===== config.mk =====
export PLATFORM = sky130hd
export DESIGN_NAME = key_press_classifier
export DESIGN_NICKNAME = d
export VERILOG_FILES = /design/src/rtl/kpc_pkg.sv /design/src/rtl/kpc_key_fsm.sv /design/src/rtl/key_press_classifier.sv
export SDC_FILE = /design/constraint.sdc
export NUM_CORES = 1
export LEC_CHECK = 0
export ABC_AREA = 1
export BUFFER_PORTS_ARGS = -buffer_cell sky130_fd_sc_hd__buf_2
export CAP_MARGIN = 10
export CORE_MARGIN = 2
export CORE_UTILIZATION = 45
export DETAILED_ROUTE_END_ITERATION = 8
export SETUP_SLACK_MARGIN = 0.1
export SLEW_MARGIN = 40
export SYNTH_ARGS = -nofsm -noshare
export SYNTH_HDL_FRONTEND = slang
export SYNTH_HIERARCHICAL = 1
export SYNTH_SLANG_ARGS = --single-unit

===== constraint.sdc =====
create_clock -name i_clk -period 4.05 [get_ports i_clk]
set_clock_uncertainty 0.15 [all_clocks]
set_input_delay 0.405 -clock i_clk [delete_from_list [all_inputs] [get_ports i_clk]]
set_output_delay 0.405 -clock i_clk [all_outputs]
set_load 0.01 [all_outputs]

===== src/rtl/kpc_pkg.sv =====
// Shared types, codes and constants of the key press classifier.
`default_nettype none
package kpc_pkg;

    localparam int NUM_KEYS_DEF  = 3;
    localparam int TIME_BITS_DEF = 32;

    localparam int THRESH_BITS    = 16;
    localparam int KEY_CODE_BITS  = 8;
    localparam int CFG_INDEX_BITS = 2;

    localparam logic [THRESH_BITS-1:0] DEBOUNCE_MS_RST     = 16'd10;
    localparam logic [THRESH_BITS-1:0] LONG_PRESS_TIME_RST = 16'd1000;

    localparam logic [KEY_CODE_BITS-1:0] CODE_NONE = 8'h00;
    localparam logic [KEY_CODE_BITS-1:0] LONG_FLAG = 8'h80;

    localparam logic [CFG_INDEX_BITS-1:0] CFG_DEBOUNCE_MS     = 2'd0;
    localparam logic [CFG_INDEX_BITS-1:0] CFG_LONG_PRESS_TIME = 2'd1;

    localparam logic [1:0] PH_RELEASED = 2'd0;
    localparam logic [1:0] PH_CONFIRM  = 2'd1;
    localparam logic [1:0] PH_SHORT    = 2'd2;
    localparam logic [1:0] PH_LONG     = 2'd3;

    typedef struct packed {
        logic [THRESH_BITS-1:0] debounce_ms;
        logic [THRESH_BITS-1:0] long_press_time;
    } t_cfg;

    typedef struct packed {
        logic short_rel;
        logic long_rel;
    } t_key_event;

endpackage
`default_nettype wire


===== src/rtl/kpc_key_fsm.sv =====
// Press phase machine and press start time of one key.
`default_nettype none
module kpc_key_fsm #(
    parameter int TIME_BITS = kpc_pkg::TIME_BITS_DEF
) (
    input  wire logic                 i_clk,
    input  wire logic                 i_rst_n,
    input  wire logic                 i_step,
    input  wire logic                 i_released,
    input  wire logic [TIME_BITS-1:0] i_now_time,
    input  wire kpc_pkg::t_cfg        i_cfg,
    output kpc_pkg::t_key_event       o_event
);
    import kpc_pkg::*;

    logic [1:0]           r_phase;
    logic [1:0]           n_phase;
    logic [TIME_BITS-1:0] r_start;
    logic [TIME_BITS-1:0] held;
    logic                 over_confirm;
    logic                 over_long;

    assign held         = i_now_time - r_start;
    assign over_confirm = held > TIME_BITS'(i_cfg.debounce_ms);
    assign over_long    = held > TIME_BITS'(i_cfg.long_press_time);

    always_comb begin
        n_phase = r_phase;
        o_event = '0;
        case (r_phase)
            PH_RELEASED: begin
                if (!i_released) n_phase = PH_CONFIRM;
            end
            PH_CONFIRM: begin
                if (i_released) n_phase = PH_RELEASED;
                else if (over_confirm) n_phase = PH_SHORT;
            end
            PH_SHORT: begin
                if (i_released) begin
                    n_phase = PH_RELEASED;
                    o_event.short_rel = 1'b1;
                end else if (over_long) begin
                    n_phase = PH_LONG;
                end
            end
            PH_LONG: begin
                if (i_released) begin
                    n_phase = PH_RELEASED;
                    o_event.long_rel = 1'b1;
                end
            end
            default: begin
                n_phase = PH_RELEASED;
            end
        endcase
    end

    always_ff @(posedge i_clk) begin
        if (!i_rst_n) begin
            r_phase <= PH_RELEASED;
        end else if (i_step) begin
            r_phase <= n_phase;
        end
    end

    always_ff @(posedge i_clk) begin
        if (i_step && r_phase == PH_RELEASED && !i_released) begin
            r_start <= i_now_time;
        end
    end

endmodule
`default_nettype wire


===== src/rtl/key_press_classifier.sv =====
// Top level of the key press classifier: configuration, key chain and result register.
// The block takes one poll item per clock cycle and gives its key code in the cycle
// after acceptance from a single output register; input ready is high while that
// register is empty or being taken in the same cycle. Every key's phase machine and
// the priority chain that stops at the first reporting key sit in one combinational
// step between the key state registers and the output register.
`default_nettype none
module key_press_classifier #(
    parameter int NUM_KEYS  = kpc_pkg::NUM_KEYS_DEF,
    parameter int TIME_BITS = kpc_pkg::TIME_BITS_DEF
) (
    input  wire logic                               i_clk,
    input  wire logic                               i_rst_n,
    input  wire logic                               i_cfg_we,
    input  wire logic [kpc_pkg::CFG_INDEX_BITS-1:0] i_cfg_index,
    input  wire logic [kpc_pkg::THRESH_BITS-1:0]    i_cfg_data,
    input  wire logic                               i_in_valid,
    output logic                                    o_in_ready,
    input  wire logic [NUM_KEYS-1:0]                i_key_levels,
    input  wire logic [TIME_BITS-1:0]               i_now_time,
    output logic                                    o_out_valid,
    input  wire logic                               i_out_ready,
    output logic [kpc_pkg::KEY_CODE_BITS-1:0]       o_key_code
);
    import kpc_pkg::*;

    t_cfg                     r_cfg;
    logic                     r_out_valid;
    logic [KEY_CODE_BITS-1:0] r_key_code;
    logic [KEY_CODE_BITS-1:0] n_key_code;
    logic                     accept;
    t_key_event               key_event [NUM_KEYS];
    logic [NUM_KEYS:0]        blocked;
    logic [NUM_KEYS-1:0]      key_step;

    assign o_in_ready  = !r_out_valid || i_out_ready;
    assign accept      = i_in_valid && o_in_ready;
    assign o_out_valid = r_out_valid;
    assign o_key_code  = r_key_code;

    always_ff @(posedge i_clk) begin
        if (!i_rst_n) begin
            r_cfg.debounce_ms     <= DEBOUNCE_MS_RST;
            r_cfg.long_press_time <= LONG_PRESS_TIME_RST;
        end else if (i_cfg_we) begin
            case (i_cfg_index)
                CFG_DEBOUNCE_MS:     r_cfg.debounce_ms     <= i_cfg_data;
                CFG_LONG_PRESS_TIME: r_cfg.long_press_time <= i_cfg_data;
                default: ;
            endcase
        end
    end

    assign blocked[0] = 1'b0;

    for (genvar k = 0; k < NUM_KEYS; k++) begin : g_key
        assign key_step[k]  = accept && !blocked[k];
        assign blocked[k+1] = blocked[k] || key_event[k].short_rel || key_event[k].long_rel;

        kpc_key_fsm #(
            .TIME_BITS (TIME_BITS)
        ) u_key (
            .i_clk      (i_clk),
            .i_rst_n    (i_rst_n),
            .i_step     (key_step[k]),
            .i_released (i_key_levels[k]),
            .i_now_time (i_now_time),
            .i_cfg      (r_cfg),
            .o_event    (key_event[k])
        );
    end

    always_comb begin
        n_key_code = CODE_NONE;
        for (int k = NUM_KEYS - 1; k >= 0; k--) begin
            if (key_event[k].short_rel) begin
                n_key_code = KEY_CODE_BITS'(k + 1);
            end else if (key_event[k].long_rel) begin
                n_key_code = LONG_FLAG | KEY_CODE_BITS'(k + 1);
            end
        end
    end

    always_ff @(posedge i_clk) begin
        if (!i_rst_n) begin
            r_out_valid <= 1'b0;
        end else if (accept) begin
            r_out_valid <= 1'b1;
        end else if (i_out_ready) begin
            r_out_valid <= 1'b0;
        end
    end

    always_ff @(posedge i_clk) begin
        if (accept) begin
            r_key_code <= n_key_code;
        end
    end

    a_accept_gives_result: assert property (@(posedge i_clk) disable iff (!i_rst_n)
        accept |=> o_out_valid)
        else $error("accepted item gave no result");

    a_no_overwrite: assert property (@(posedge i_clk) disable iff (!i_rst_n)
        (o_out_valid && !i_out_ready) |-> !o_in_ready)
        else $error("input taken while result is stalled");

    a_code_range: assert property (@(posedge i_clk) disable iff (!i_rst_n)
        (o_out_valid && o_key_code != CODE_NONE) |->
            (o_key_code[6:0] >= 7'd1 && o_key_code[6:0] <= 7'(NUM_KEYS)))
        else $error("key code outside the key range");

endmodule
`default_nettype wire

---- After elaboration in Yosys (flattened, before gate mapping) ----
Index checks and enable logic that the tools add are counted.
Widths: inputs -> output; s select.
storage, ports and cells
  output and inout port bits .............. 10
  logic and storage cells ................. 111
  bits of input ports ..................... 58
  register bits after elaboration ......... 143
cells by class
  reductions and logical operators ........ 31
  equal/unequal tests ..................... 22
  multiplexer cells ....................... 37
  $add $sub $neg .......................... 3
  $lt $le $gt $ge ......................... 6
operators by type and width
  operator            count
  $gt 32x16->1        6
  $sub 32x32->32      3
  $mux 8              5
  $mux 2              18
  $pmux 2 s4          3
  $ne 3x2->1 const B  6
  $reduce_and 5->1    3
  $eq 2x2->1 const B  6
  $ne 2x2->1 const B  6
  $mux 1              11
  $logic_and 1x1->1   9
  $eq 2x1->1 const B  4
  $logic_not 2->1     4
  $logic_not 1->1     6
  $reduce_or 5->1     1
  $logic_or 1x1->1    4
  $reduce_and 2->1    2
  $reduce_bool 2->1   1
  $reduce_or 2->1     1

---- Longest topological paths before layout ----
  depth in word-level cells ............... 9
  depth in mapped cells ................... 27
  mapped depth without buffers ............ 27

---- Modules after synthesis ----
Netlist, hierarchy kept.
modules (own cells, without submodules)
  module                            area an instance (sq um)  cells an instance  instances  seq. area each (sq um)
  kpc_key_fsm (g_key[1].u_key ...)  4,377.9                   691                2          1,001.0
  kpc_key_fsm (g_key[0].u_key)      4,459.3                   695                1          1,001.0
  key_press_classifier              1,486.4                   188                1          750.7

---- Worst setup path before layout ----
No wires, ideal clock.
  path kind ............................... reg-to-reg
  from .................................... register g_key[0].u_key.r_phase[0]
  to ...................................... register g_key[2].u_key.r_start[0], enable pin
  setup time .............................. 0.421 ns
  setup slack ............................. 0.990 ns
  arrival time ............................ 2.489 ns
  period minus slack after synthesis ...... 3.060 ns
  required time ........................... 3.479 ns
  buffers on the path ..................... 0
  stages on the path, launching flop included .. 8
  cells stage by stage .................... dfxtp_1 inv_1 nand2_1 nor2_1 or2_2 nor3b_1 nand2_1 nor2_1
RTL lines
  what                      RTL line           RTL
  start: declaration        kpc_key_fsm.sv:16  logic [1:0] r_phase;
  start signal: assignment  kpc_key_fsm.sv:62  r_phase <= n_phase;
  end signal: assignment    kpc_key_fsm.sv:68  r_start <= i_now_time;
  end: declaration          kpc_key_fsm.sv:18  logic [TIME_BITS-1:0] r_start;

---- Final worst setup path ----
  from .................................... register g_key[1].u_key.r_start[0]
  to ...................................... register g_key[1].u_key.r_phase[0]
on the way
  longest elaborated chain between the ends .. 4
  elaborated cells on any way between the ends .. 6
  classes of those cells .................. add/sub: 1; order compare: 2; eq/ne: 2; reduce/logical: 1
ends and longest elaborated chain
  what                                    RTL line                              RTL
  start: declaration                      kpc_key_fsm.sv:18
  start signal: assignment                kpc_key_fsm.sv:68
  $sub 32x32->32 *                        kpc_key_fsm.sv:23                     assign held = i_now_time - r_start;
  $gt 32x16->1, on equally long branches  kpc_key_fsm.sv:25, kpc_key_fsm.sv:24
  $ne 3x2->1 (no line)                    -
  $reduce_and 5->1 (no line) *            -
  end signal: assignment                  kpc_key_fsm.sv:62
  end: declaration                        kpc_key_fsm.sv:16
Mark *: on every way between the ends. The rest lies on a longest branch, timed or not.
A chain may end at the register's enable or synchronous reset.

==> impl_metrics.env <==
export IMPL_synth_flop_cell="edfxtp_1"
export IMPL_antenna_found_initial=0
export IMPL_yosysSeqAreaShare=0.255
export IMPL_avgSynthCellArea_um2=6.49
export IMPL_cts_resized=0
export IMPL_n_antenna_cell=0
export IMPL_fillers=3414
export IMPL_post_route_period_util=0.876
export IMPL_clk_pin_slew_ns=0.07
export IMPL_syn_cell_area_um2=14700
export IMPL_netlist_instances=2265
export IMPL_io_buffers=62
export IMPL_clock_path_buffers=2
export IMPL_drive_gt1_frac=0.0833
export IMPL_post_cts_buffers=0
export IMPL_async_flop_share=0
export IMPL_critPathKind="reg2reg"
export IMPL_power_density_nw_per_um2=320
export IMPL_wl_per_cell_um=15.5
export IMPL_std_cell_rows=66
export IMPL_cts_sinks=138
export IMPL_critical_path_max_fanout=3
export IMPL_hold_path_depth=3
export IMPL_hold_viol=0
export IMPL_outcome="finished clean"
export IMPL_via_per_inst=5.03
export IMPL_timing_rr_end="g_key[1].u_key/r_phase[0]"
export IMPL_cts_buffers=17
export IMPL_io_pins=68
export IMPL_cp_end_kind="flop"
export IMPL_dr_pass1_iters=8
export IMPL_hold_ws_ns=0.0256
export IMPL_grt_pass1_vias=13200
export IMPL_rr_worst_depth=23
export IMPL_hpwl_um=36900
export IMPL_cp_start_kind="flop"
export IMPL_required_ns=4.25
export IMPL_drtIter0Drc=945
export IMPL_grt_pass1_wl_um=67700
export IMPL_insertion_delay_ns=0.45
export IMPL_vias=14100
export IMPL_final_setup_tns_ns=0
export IMPL_holdPathEnd="r_cfg[9]"
export IMPL_grt_max_degree=40
export IMPL_synth_cell_type_count=40
export IMPL_final_core_util=0.500
export IMPL_synth_edf_count=99
export IMPL_finalMaxSlewViolations=0
export IMPL_ant_nets=0
export IMPL_r2r_start="g_key[1].u_key/r_start[0]"
export IMPL_min_delay_start="i_cfg_data[9]"
export IMPL_die_w_um=185
export IMPL_core_um2=32400
export IMPL_synth_seq_cells=138
export IMPL_setup_viol=0
export IMPL_max_freq_ghz=0.282
export IMPL_drcViolationCount=0
export IMPL_crit_arrival_ns=3.75
export IMPL_root_buffer="clkbuf_16"
export IMPL_hold_class="in2reg"
export IMPL_dieArea_um2=34100
export IMPL_maxCapViolCount=0
export IMPL_power_mw=5.18
export IMPL_ff2ff_setup_slack_ns=0.50
export IMPL_cts_tree="done"
export IMPL_grt_util_all_layers=0.261
export IMPL_ys_warn_count=6
export IMPL_routed_wl_um=43400
export IMPL_gp_congestion=0.951
export IMPL_fin_crit_ns=3.55
export IMPL_layout_nets=2591
export IMPL_synthToLayoutAreaGrowth_pct=10.1
export IMPL_tightest_slew_ns=0.777
export IMPL_start_util=0.454
export IMPL_maxSlewHeadroom=0.482
export IMPL_p_leak_nw=8.87
export IMPL_rsz0062_at_grt="false"
export IMPL_peakVddDrop_uv=335
export IMPL_hold_buffers=1
export IMPL_die_h_um=185
export IMPL_overflow=0
export IMPL_htreeDepth=4
==> how the worst max path moves through the flow <==
stage / from / endpoint / slack [ns] / depth (start not counted)
4_1_cts: g_key[1].u_key/r_start[0] / g_key[1].u_key/r_phase[0] / 0.45 / 23
3_5_place_dp: i_now_time[0] / g_key[1].u_key/r_phase[0] / 0.23 / 25
3_3_place_gp: i_now_time[0] / g_key[1].u_key/r_phase[0] / 0.25 / 25
6_report: g_key[1].u_key/r_start[0] / g_key[1].u_key/r_phase[0] / 0.50 / 23
5_1_grt: g_key[0].u_key/r_start[0] / g_key[0].u_key/r_phase[0] / 0.20 / 22
2_1_floorplan: g_key[0].u_key/r_phase[0] / g_key[2].u_key/r_start[0] / 0.99 / 7
==> through the flow <==
step           cell area, µm²  worst slack (ns)  std cells
6_report                16200             0.501       2796
5_1_grt                 16200             0.196       2796
4_1_cts                 16200             0.453       2796
3_5_place_dp            15600             0.231       2763
3_3_place_gp            15500             0.254       2760
2_1_floorplan           14700             0.990       2269
==> metal layers <==
layer  global-route usage  vias up  share of wire
li1                     -     7204              -
met2                0.444      323           0.46
met3               0.0356       56          0.044
met5                    0        -              0
met4               0.0794        0          0.025
met1                0.342     6473           0.47
==> layout make-up <==
class                           count  area (µm²)  share of cell area
Multi-Input combinational cell   1633        9070               0.560
Sequential cell                   138        3750               0.232
Inverter                          484        1820               0.113
Tap cell                          442         553              0.0342
Clock buffer                       20         489              0.0302
Timing Repair Buffer               67         398              0.0246
Clock inverter                     12         100             0.00618
==> logic make-up after synthesis <==
logic type / after synthesis / synth area share
flops: 138 / 0.255
buf+inv: 498 / 0.130
other cells: 1 / 0.000255
fa+ha+maj: 192 / 0.165
compound gates: 194 / 0.0734
xor+xnor: 48 / 0.0286
simple gates: 1194 / 0.347
==> sequential cells by signal, summed over array words and instances (netlist names) <==
register,count
g_key.u_key/r_phase,6
g_key.u_key/r_start,96
o_key_code,3
o_out_valid,1
r_cfg,32
==> Yosys cell counts (all sizes together), types with 4 or more instances <==
cell | n | area [µm²]
clkbuf | 4 | 15.0
o21ai | 29 | 145
nand2 | 754 | 2940
xnor2 | 6 | 52.6
nor2 | 253 | 1010
nand4 | 28 | 175
dfxtp | 39 | 781
o21bai | 25 | 199
buf | 10 | 77.6
a21o | 4 | 30.0
a21oi | 131 | 667
nand3b | 26 | 195
xor2 | 42 | 368
nor3b | 4 | 35.0
nor3 | 24 | 150
ha | 189 | 2360
nand3 | 101 | 578
inv | 484 | 1820
edfxtp | 99 | 2970
o21a | 4 | 30.0
==> report_power, final <==
part	internal, mW	switching (mW)
registers	1.61	0.0571
logic	0.691	1.25
clock network	0.888	0.689
total	3.19	2.00
==> critical path, cell delays in order, from the launching register on <==
cell and delay (ns):
edfxtp_1 0.38, ha_1 0.22, fa_1 0.41, inv_1 0.13, nand3_1 0.08, nand3_1 0.15, nand3_1 0.09, nand3_1 0.17
xor2_1 0.24, ha_1 0.27, nand4_1 0.12, a21oi_1 0.05, nor2_1 0.15, nand2_1 0.08, nand2_1 0.11, nand2_1 0.06
nand2_1 0.08, nand2_1 0.07, nor2_2 0.11, nand3_2 0.09, nand2_2 0.08, nand2_1 0.05, nand2_1 0.05, nor2_1 0.05
==> cell usage in the layout, fill, tap and decap left out, types with 22 or more instances in the layout <==
cell / instances
inv_1: 471
o21bai_1: 22
nor2_1: 234
nand2_2: 37
a21oi_1: 128
xor2_1: 42
nand4_1: 28
nand3b_1: 26
edfxtp_1: 99
nand3_1: 88
dfxtp_1: 39
buf_2: 62
nand2_1: 715
o21ai_0: 26
ha_1: 189
Power figures use the tool's default switching activity.
